===== src/rtl/irs_pkg.sv =====
// Shared constants and types for the interval record sorter.
`timescale 1ns / 1ps
package irs_pkg;

  localparam int unsigned TIME_W         = 64;
  localparam int unsigned ORDER_W        = 6;
  localparam int unsigned POOL_DEPTH_DEF = 64;
  localparam int unsigned LABEL_BITS_DEF = 16;

  typedef struct packed {
    logic insert;
    logic shift;
  } cell_ctrl_t;

endpackage


===== src/rtl/irs_cell.sv =====
// One sorter cell: holds a record, compares it with the incoming one and passes data along.
`timescale 1ns / 1ps
module irs_cell #(
  parameter int unsigned LABEL_BITS = irs_pkg::LABEL_BITS_DEF,
  parameter int unsigned REC_W      = 2 * irs_pkg::TIME_W + LABEL_BITS + 1 + irs_pkg::ORDER_W
) (
  input  logic              clk_i,
  input  logic              rst_ni,
  input  irs_pkg::cell_ctrl_t ctrl_i,
  input  logic [REC_W-1:0]  new_rec_i,
  input  logic [REC_W-1:0]  prev_rec_i,
  input  logic              prev_valid_i,
  input  logic              prev_lt_i,
  input  logic [REC_W-1:0]  next_rec_i,
  input  logic              next_valid_i,
  output logic [REC_W-1:0]  rec_o,
  output logic              valid_o,
  output logic              lt_o
);
  import irs_pkg::*;

  localparam int unsigned KEY_W = 2 * TIME_W + LABEL_BITS;

  logic [REC_W-1:0] rec_q, rec_d;
  logic             valid_q, valid_d;
  logic [KEY_W-1:0] new_key, own_key;

  assign new_key = new_rec_i[REC_W-1 -: KEY_W];
  assign own_key = rec_q[REC_W-1 -: KEY_W];
  assign lt_o    = !valid_q || (new_key < own_key);

  always_comb begin
    rec_d   = rec_q;
    valid_d = valid_q;
    if (ctrl_i.shift) begin
      rec_d   = next_rec_i;
      valid_d = next_valid_i;
    end else if (ctrl_i.insert && lt_o) begin
      if (prev_lt_i) begin
        rec_d   = prev_rec_i;
        valid_d = prev_valid_i;
      end else begin
        rec_d   = new_rec_i;
        valid_d = 1'b1;
      end
    end
  end

  always_ff @(posedge clk_i or negedge rst_ni) begin
    if (!rst_ni) begin
      valid_q <= 1'b0;
    end else begin
      valid_q <= valid_d;
    end
  end

  always_ff @(posedge clk_i) begin
    rec_q <= rec_d;
  end

  assign rec_o   = rec_q;
  assign valid_o = valid_q;

endmodule


===== config.mk =====
export PLATFORM = sky130hd
export DESIGN_NAME = irs_cell
export DESIGN_NICKNAME = d
export VERILOG_FILES = /design/src/rtl/irs_pkg.sv /design/src/rtl/irs_cell.sv
export SDC_FILE = /design/constraint.sdc
export NUM_CORES = 1
export LEC_CHECK = 0
export BUFFER_PORTS_ARGS = -buffer_cell sky130_fd_sc_hd__buf_2
export CORE_AREA = 2 2 238 240
export DETAILED_ROUTE_END_ITERATION = 12
export DIE_AREA = 0 0 240 242
export RECOVER_POWER = 50
export SLEW_MARGIN = 20
export SYNTH_ARGS = -nofsm -noshare
export SYNTH_HDL_FRONTEND = slang
export SYNTH_SLANG_ARGS = --single-unit

===== constraint.sdc =====
create_clock -name clk_i -period 31.1 [get_ports clk_i]
set_clock_uncertainty 0.1 [all_clocks]
set_input_delay 1.555 -clock clk_i [delete_from_list [all_inputs] [get_ports clk_i]]
set_output_delay 1.555 -clock clk_i [all_outputs]
set_load 0.02 [all_outputs]

## Yosys cells after proc, flatten, opt, wreduce, memory -nomap -nowiden

Cells that the tools add are included.

- Add/sub/neg operators: 0
- $mul: 0
- Divide/modulo/power cells: 0
- $lt $le $gt $ge: 1
- Eq/ne operators: 0
- Shift-type cells: 0
- Multiplexer cells: 6
- Bitwise operators: 0
- Reduce and logical (&&, ||, !) cells: 4

Operators with widths:

| kind | count |
|---|---|
| 151-bit two-way mux | 3 |
| 144-bit < comparator | 1 |
| 1-bit two-way mux | 3 |
| 2-bit nonzero test | 1 |
| 1-bit logical AND | 1 |
| 1-bit logical NOT | 1 |
| 1-bit logical OR | 1 |

- Register bits after elaboration: 152
- Latch bits: 0
- Bits in writable memories: 0
- ROM bits: 0
- Input port bits: 460
- Word-level logic and storage cells: 13
- Memories: 0

## Logic depth before layout (Yosys ltp)

Gate-level depths: netlist of the first run.

- Word-level depth: 5
- Mapped depth: 9
- Gate-level depth less buffers: 9

## Least setup slack after synthesis of the first run

No wires, ideal clock.

- Path kind: input to register
- From: input port new_rec_i[101]
- To: register rec_q[0], in the netlist rec_o[0] (enable)
- Arrival: 14.102 ns
- Required time: 30.099 ns
- Slack: 15.997 ns
- Stages on the path: 8
- Path buffers: 0
- Cells stage by stage: ha_1 -> nand4_1 -> nor3_1 -> a221oi_1 -> o211ai_1 -> a211oi_2 -> nand2_1 -> a221oi_1

- Word-level cells in the longest chain between the ends: 4

RTL lines:

| item | line | RTL |
|---|---|---|
| start: declaration | irs_cell.sv:10 | `input logic [REC_W-1:0] new_rec_i,` |
| 144-bit < comparator | irs_cell.sv:30 | `assign lt_o = !valid_q \|\| (new_key < own_key);` |
| 1-bit logical OR | irs_cell.sv:30 |  |
| 1-bit logical AND | irs_cell.sv:38 | `end else if (ctrl_i.insert && lt_o) begin` |
| 2-bit nonzero test (no source line) | -- |  |
| end signal: assignment | irs_cell.sv:58 | `rec_q <= rec_d;` |
| end: declaration | irs_cell.sv:24 | `logic [REC_W-1:0] rec_q, rec_d;` |

Every way passes these cells.
A chain may end at the register's enable or synchronous reset.

## Final worst setup path of the first run

- From: input port prev_lt_i
- To: register rec_q[124], in the netlist rec_o[124], data pin

- Word-level cells in the longest chain between the ends: 3

RTL lines:

| item | line | RTL |
|---|---|---|
| start: declaration | irs_cell.sv:13 | `input logic prev_lt_i,` |
| 151-bit two-way mux | irs_cell.sv:39 | `if (prev_lt_i) begin` |
| 151-bit two-way mux | irs_cell.sv:38 |  |
| 151-bit two-way mux | irs_cell.sv:35 | `if (ctrl_i.shift) begin` |
| via rec_d[124] | irs_cell.sv:24 |  |

The timed path passes the listed nets, and every way through them passes these cells. The select of a mux whose other input is x is not followed.

==> flow_summary.toml, run 1 <==
[timing]
max_freq_mhz = 120
post-route-period-util_pct = 26.8
holdWs_ps = 745
finalSetupViolCount = 0
slew_headroom_pct = -222
fin_setup_tns_ps = 0
slew_viol_final = 158
hold_viol = 0
period_needed_ps = 8320
rsz0062_at_grt = "false"
worst_pin_slew_ps = 4830

[cts]
ctsResizeCount = 0
cts_buffer_depth = 2
cts_num_sinks = 152
clk_pin_slew_ps = 70
hold_buffers = 0
cts_root_buf = "clkbuf_16"
clk_latency_ps = 480
post_cts_buffers = 0
tritoncts = "built"
htreeDepth = 4
cts_buffers = 17

[placed_design]
hpwl_mm = 36.9
place.gp.congestion = 1.04
portBuffers = 612

[synth]
ys_seq_elements = 152
syn_nets = 1797
ys_seq_area_share_pct = 40.3
netlist_instances = 1194
synth_area_per_cell_um2 = 9.48
synth_cell_types = 38
syn_area_um2 = 11300
yosysWarnings = 0

[die]
start_util_pct = 20.3
dieArea_um2 = 58100
die_h_um = 242
ios = 613
die_w_um = 240
rows = 87
core_um2 = 55700

[cells_and_area]
area_growth_pct = 37.4
layout-drive-gt1-share_pct = 28.1
final_common_cell = "buf_2"
fill_cells = 6068
layout_common_cells = "buf_2, nand2_1, o21ai_0, clkbuf_1, inv_1"
final_nets = 2383

[setup_path]
worst_r2r_endpoint = "rec_o[110]$_DFFE_PP_"
max_stage_delay_ps = 3320
timing_worst_setup_path_type = "in2reg"
path_cells = "clkbuf_1 -> clkbuf_1 -> mux2i_1 -> o21ai_0"
end_kind = "register"
crit_start = "prev_lt_i"
r2r_setup_slack_ps = 26900
timing.critical_path.buf_inv = 2
reg2reg_depth = 10
critical_path.top_delay_family = "buffers and inverters"
critical_path.slowest_cell = "clkbuf_1"
cp-start-kind = "input pin"
cp_max_fo = 66
cpMostUsedCell = "clkbuf_1"
cp-endpoint = "rec_o[124]$_DFFE_PP_"
regToRegStartpoint = "rec_o[80]$_DFFE_PP_"
crit_cells = 4
crit_arrival_ps = 8530
cp.required_ps = 31310

[drt]
via_count = 11200
detail_route.first_pass.iterations = 5
drc_errors = 0
first_iter_violations = 398
antenna_left = 0
routed_wl_mm = 44.8
wl_per_cell_um = 17.6
routed_via_density = 4.39

[grt]
grt_max_degree = 152
antenna_found_initial = 5
grt_overflow = 0
grt_pass1_wl_mm = 65.4
first_global_vias = 11600
grtUsageTotal_pct = 15.1

[power_and_ir_drop]
powerDensity_nw_per_um2 = 44.7
peakVddDrop_mv = 0.0414
p_leak_uw = 0.00753

[worst_hold_path]
hold_path.class = "in2async"

[status]
status = "finished with violations"
violations = "capacitance limit, slew limit"

[flow_run]
drv_cap = 3
[power by group]
part           leakage [uW]  internal [uW]  switching [uW]
registers           0.00155            260            15.1
clock network      0.000251            102            96.6
logic               0.00573           81.7             140
[synthesized netlist by cell type (all sizes together)]
library cell	instances	share of area [%]
nand2	193	6.5
o21ai	177	7.8
inv	152	5.0
edfxtp	151	40
mux2i	151	13
ha	143	16
a21oi	56	2.5
clkbuf	35	1.2
nor2	19	0.70
nand4	18	1.0
buf	16	0.62
nand3	15	0.71
a21o	9	0.60
a211oi	8	0.58
a221oi	8	0.62
and4	8	0.62
nor3	5	0.22
o211ai	5	0.33
a31oi	4	0.28
and3	4	0.24
nor4	3	0.17
or3	3	0.18
or4	3	0.27
nor2b	2	0.11
o22ai	2	0.11
a41oi	1	0.077
dfrtp	1	0.22
nand3b	1	0.066
o31ai	1	0.066
[logic make-up (layout without fill, tap and decap cells)]
kind of cell    after synthesis  count (layout)  share of synthesized area [%]
other cells                   0               4                              0
compound gates              271             271                           13.0
mux                         151             151                           13.4
flops                       152             152                           40.3
fa+ha+maj                   143             143                           15.8
buf+inv                     203             802                           6.82
simple gates                274             274                           10.7
[metrics by stage]
step                      setup WS [ps]  util, %  total power, uW  area [um2]  cells
after detailed placement          25270     27.3              506       15200   2517
after floorplan                   16000        -              408       11300   1194
after global routing              22320     27.9              738       15500   2552
final                             22780     27.9              695       15500   2553
after global placement            25280     27.3              501       15200   2517
after CTS                         25270     28.2              710       15700   2549
[layer usage]
| metal | vias to the layer above | part of all wire, % | track usage, % |
|---|---|---|---|
| li1 | 5444 | - | - |
| met1 | 5204 | 40 | 16.8 |
| met2 | 469 | 48 | 25.9 |
| met3 | 86 | 6.6 | 3.70 |
| met4 | 4 | 4.9 | 8.86 |
| met5 | - | 0.056 | 0 |
[worst min path at each step]
stage                                    from  slack, ps  depth (start not counted)                   to
after floorplan           valid_o$_DFFE_PN0P_        780                          5  valid_o$_DFFE_PN0P_
after global placement    valid_o$_DFFE_PN0P_        940                          5  valid_o$_DFFE_PN0P_
after detailed placement  valid_o$_DFFE_PN0P_        910                          5  valid_o$_DFFE_PN0P_
after CTS                              rst_ni        700                          1  valid_o$_DFFE_PN0P_
after global routing                   rst_ni        720                          1  valid_o$_DFFE_PN0P_
final                                  rst_ni        740                          1  valid_o$_DFFE_PN0P_
[sequential cells by signal, summed over array words and instances, names as in the netlist]
name,flops
rec_o,151
valid_o,1
[layout make-up]
cell class                      count  area [um2]  share of cell area [%]
Sequential cell                   152        4560                    29.3
Clock buffer                       18         429                    2.76
Timing Repair Buffer              618        2930                    18.8
Multi-Input combinational cell    839        6000                    38.6
Clock inverter                     14         101                   0.652
Inverter                          152         571                    3.67
Antenna cell                        4        10.0                  0.0644
Tap cell                          756         946                    6.08
Power figures use the tool's default switching activity.
==> run 2, diff against run 1 <==
CORE_AREA = 2 2 241 243   (was 2 2 238 240)
DIE_AREA = 0 0 243 245   (was 0 0 240 242)
clock period = 7.7 ns   (was 31.1 ns; I/O delays follow)
==> run 2 against run 1 <==
The run still ends with capacitance limit, slew limit left. Routed wire length hardly changed. Worst setup slack worse by 20000 ps. Flip-flop and latch count unchanged. Final area grew 0.88%. First-iteration DRC count increased by 6.0%. Critical path type unchanged. Largest power group unchanged.
==> flow_summary.toml, run 2 (synthesis results as in run 1) <==
[timing]
rsz0062_at_grt = "false"
max_freq_mhz = 190
period_needed_ps = 5270
post-route-period-util_pct = 68.5
slew_viol_final = 70
slew_headroom_pct = -252
hold_viol = 0
worst_pin_slew_ps = 5270
fin_setup_tns_ps = 0
finalSetupViolCount = 0

[cts]
clk_pin_slew_ps = 60
cts_num_sinks = 152
tritoncts = "built"
clk_latency_ps = 470
cts_buffers = 17
cts_root_buf = "clkbuf_16"
cts_buffer_depth = 2
htreeDepth = 4

[die]
ios = 613
dieArea_um2 = 59500
die_w_um = 243
start_util_pct = 19.8
die_h_um = 245
rows = 88
core_um2 = 57000

[grt]
first_global_vias = 11300
grt_overflow = 0
grt_pass1_wl_mm = 65.0
grtUsageTotal_pct = 14.7
grt_max_degree = 109
antenna_found_initial = 4

[power_and_ir_drop]
peakVddDrop_mv = 0.170
p_leak_uw = 0.00761
total_power_uw = 2940
powerDensity_nw_per_um2 = 188

[status]
violations = "capacitance limit, slew limit"
status = "finished with violations"

[setup_path]
critical_path.top_delay_family = "buffers and inverters"
path_cells = "clkbuf_1 -> mux2i_1 -> o21ai_0"
cp_max_fo = 69
end_kind = "register"
timing.critical_path.buf_inv = 1
cp.required_ps = 7880
cp-start-kind = "input pin"
timing_worst_setup_path_type = "in2reg"
max_stage_delay_ps = 3540
critical_path.slowest_cell = "clkbuf_1"
crit_arrival_ps = 5450

[drt]
routed_via_density = 4.31
wl_per_cell_um = 17.5
via_count = 11100
routed_wl_mm = 44.8
antenna_left = 0
detail_route.first_pass.iterations = 5
drc_errors = 0
first_iter_violations = 422

[worst_hold_path]
hold_path.class = "in2reg"

[cells_and_area]
layout-drive-gt1-share_pct = 28.1
final_common_cell = "buf_2"
layoutNonFillerInstCount = 2562
area_growth_pct = 38.6
final_nets = 2385
layout_common_cells = "buf_2, nand2_1, o21ai_0, clkbuf_1, inv_1"
largest_reg_flops = 151

[flow_run]
drv_cap = 1

[placed_design]
portBuffers = 612
dp_cells = 2527
place.gp.congestion = 0.981
hpwl_mm = 37.5
run 2: worst min-delay path, cell delays in order:
cell and delay [ps]:
buf_2 70, nand2_1 40, o21ai_0 50
run 2: final timing paths:
path                       cells past startpoint  slack (ps)                    to                start
hold / removal                                 3          90  rec_o[147]$_DFFE_PP_      next_rec_i[147]
hold reg to reg                                5         940   valid_o$_DFFE_PN0P_  valid_o$_DFFE_PN0P_
min in group asynchronous                      2         150   valid_o$_DFFE_PN0P_               rst_ni
setup / recovery                               3        2430  rec_o[134]$_DFFE_PP_            prev_lt_i
setup reg to reg                              11        3430   rec_o[40]$_DFFE_PP_  rec_o[13]$_DFFE_PP_
max in group asynchronous                      2        7220   valid_o$_DFFE_PN0P_               rst_ni
run 2: layout make-up:
type	count	area, um2
diodes	2	5.00
multi-input cells	839	6000
inverters	152	571
well taps	765	957
fillers	6240	41400
clock inverters	13	203
clock buffers	19	433
flip-flops and latches	152	4560
repair buffers	620	2950
run 2: stage by stage:
step / hold slack, ps / worst slack, ps / cell area [um2] / util, %
2_1_floorplan: -10.6 / 1360 / 11300 / -
3_3_place_gp: 80.3 / 3150 / 15200 / 26.7
3_5_place_dp: 79.1 / 3020 / 15200 / 26.7
4_1_cts: 47.2 / 3170 / 15900 / 27.8
5_1_grt: 58.4 / 2290 / 15700 / 27.5
6_report: 94.7 / 2430 / 15700 / 27.5
run 2: power by group:
part / switching (uW) / internal, uW / leakage (uW)
Combinational: 566 / 326 / 0.00575
Clock: 370 / 572 / 0.000308
Sequential: 58.9 / 1050 / 0.00155
run 2: repair_timing:
action	in CTS	in global routing
hold buffers	1	0
gates resized for setup	0	0
hold endpoints to repair	1	0
buffers inserted	0	0
setup endpoints to repair	0	0
run 2: routing by layer:
layer	GRT usage (%)	vias up	part of all wire, %
met3	5.74	65	8.6
met1	15.7	5083	38
met2	25.6	467	50
met5	0	-	0.080
met4	6.23	6	3.1
li1	-	5434	-
==> run 3, diff against run 2 <==
CORE_AREA = 2 2 238 240   (was 2 2 241 243)
DIE_AREA = 0 0 240 242   (was 0 0 243 245)
clock period = 4.3 ns   (was 7.7 ns; I/O delays follow)
==> run 3 against run 2 <==
The run still ends with capacitance limit, slew limit left. Critical path depth up 2. Non-clock buffer count rose by 209. Die area decreased by 2.4%. Register-to-register slack got worse by 2500 ps. Combinational power rose by 99%. First-iteration DRC count increased by 13%. Via count is 8.7% higher. Utilization grew 4.4 points. Routed wire length grew 3.5%. Sequential share of layout area decreased by 3.4 points. Highest routed layer unchanged.
==> flow_summary.toml, run 3 (synthesis results as in run 1) <==
[grt]
first_global_vias = 12200
busiest_layer = "met2"
use_met2_pct = 27.4
grt_util_met3_pct = 4.28
grtUsageTotal_pct = 15.4
antenna_found_initial = 7
grt_pass1_wl_mm = 67.1
grt_overflow = 0
use_met1_pct = 16.3
grt_max_degree = 149

[cts]
clk_latency_ps = 480
tritoncts = "built"
post_cts_buffers = 0
clk_pin_slew_ps = 60
cts_num_sinks = 152
cts_root_buf = "clkbuf_16"
cts_buffer_depth = 2
cts_buffers = 17
htreeDepth = 4

[timing]
rsz0062_at_grt = "false"
finalSetupViolCount = 0
hold_viol = 0
slew_viol_final = 47
max_freq_mhz = 251
worst_pin_slew_ps = 3260
post-route-period-util_pct = 92.7
slew_headroom_pct = -118
period_needed_ps = 3990
fin_setup_tns_ps = 0
holdWs_ps = 46.3

[cells_and_area]
layout_common_cells = "buf_2, dlygate4sd3_1, nand2_1, o21ai_0, clkbuf_1"
layoutNonFillerInstCount = 2765
fill_cells = 5836
largest_reg_flops = 151
final_common_cell = "buf_2"
final_nets = 2594
layout-drive-gt1-share_pct = 25.5
area_growth_pct = 57.2

[setup_path]
cp-start-kind = "input pin"
critical_path.slowest_cell = "dlymetal6s4s_1"
cp.required_ps = 4430
end_kind = "register"
max_stage_delay_ps = 2360
crit_arrival_ps = 4110
timing_worst_setup_path_type = "in2reg"
cp_max_fo = 55
path_cells = "dlymetal6s4s_1 -> buf_12 -> mux2i_1 -> o21ai_0 -> dlygate4sd3_1"

[status]
status = "finished with violations"
violations = "capacitance limit, slew limit"

[die]
core_um2 = 55700
rows = 87
die_w_um = 240
die_h_um = 242
start_util_pct = 20.3
dieArea_um2 = 58100
ios = 613

[drt]
routed_via_density = 4.35
via_count = 12000
drc_errors = 0
routed_wl_mm = 46.4
detail_route.first_pass.iterations = 4
antenna_left = 0
wl_per_cell_um = 16.8
first_iter_violations = 476

[power_and_ir_drop]
powerDensity_nw_per_um2 = 295
p_leak_uw = 0.00850
peakVddDrop_mv = 0.277

[placed_design]
place.gp.congestion = 0.905
dp_cells = 2519
portBuffers = 612
hpwl_mm = 36.7

[flow_run]
drv_cap = 1

[worst_hold_path]
hold_path.class = "in2reg"
## run 3: cell count changes in the layout (fill, tap and decap cells not counted), sizes merged
cell	change
dlygate4sd3	+208
clkbuf	-4
clkinvlp	+4
buf	+3
bufinv	-3
diode	+3
dlymetal6s4s	+1
## run 3: worst max-delay path: cells and delay by family
family	cells	cell delay (ps)
buf+inv	3	3290
mux	1	330
compound gates	1	100
## run 3: what timing repair did
action                    in CTS  in global routing
hold endpoints to repair     152                  0
hold buffers                 209                  0
gates resized for setup        0                  0
## run 3: worst paths after layout
path / from / to / slack (ps) / cells after the start
min in group asynchronous: rst_ni / valid_o$_DFFE_PN0P_ / 510 / 3
min: prev_rec_i[95] / rec_o[95]$_DFFE_PP_ / 50 / 3
max: prev_lt_i / rec_o[130]$_DFFE_PP_ / 310 / 5
max in group asynchronous: rst_ni / valid_o$_DFFE_PN0P_ / 3490 / 3
min reg2reg: valid_o$_DFFE_PN0P_ / valid_o$_DFFE_PN0P_ / 960 / 5
max reg2reg: rec_o[120]$_DFFE_PP_ / rec_o[98]$_DFFE_PP_ / 910 / 10
## run 3: power by group
part / switching, uW / internal [uW]
sequential: 104 / 1870
clock: 652 / 842
combinational: 1050 / 735
## run 3: cell type report
cell class	instances	area, um2	area share [%]
antenna	5	12.5	0.0703
clock buffer	18	429	2.41
clock inverter	14	134	0.753
inverter	152	571	3.21
multi-input combinational	839	6020	33.8
sequential	152	4560	25.6
tap	756	946	5.32
timing repair buffer	829	5120	28.8
## run 3: through the flow
step | util (%) | worst slack (ps) | area, um2 | power [uW]
2_1_floorplan | - | -1730 | 11400 | 2920
5_1_grt | 31.9 | 126 | 17800 | 5580
3_5_place_dp | 27.5 | 784 | 15300 | 3670
4_1_cts | 32.2 | 244 | 18000 | 5370
6_report | 31.9 | 313 | 17800 | 5260
3_3_place_gp | 27.5 | 757 | 15300 | 3620
## run 3: layer usage
layer	part of all wire (%)	routed length (um)	vias to the layer above
li1	-	-	5870
met5	0.043	20	-
met1	39	18000	5542
met2	49	22800	499
met3	7.1	3300	103
met4	4.8	2200	4
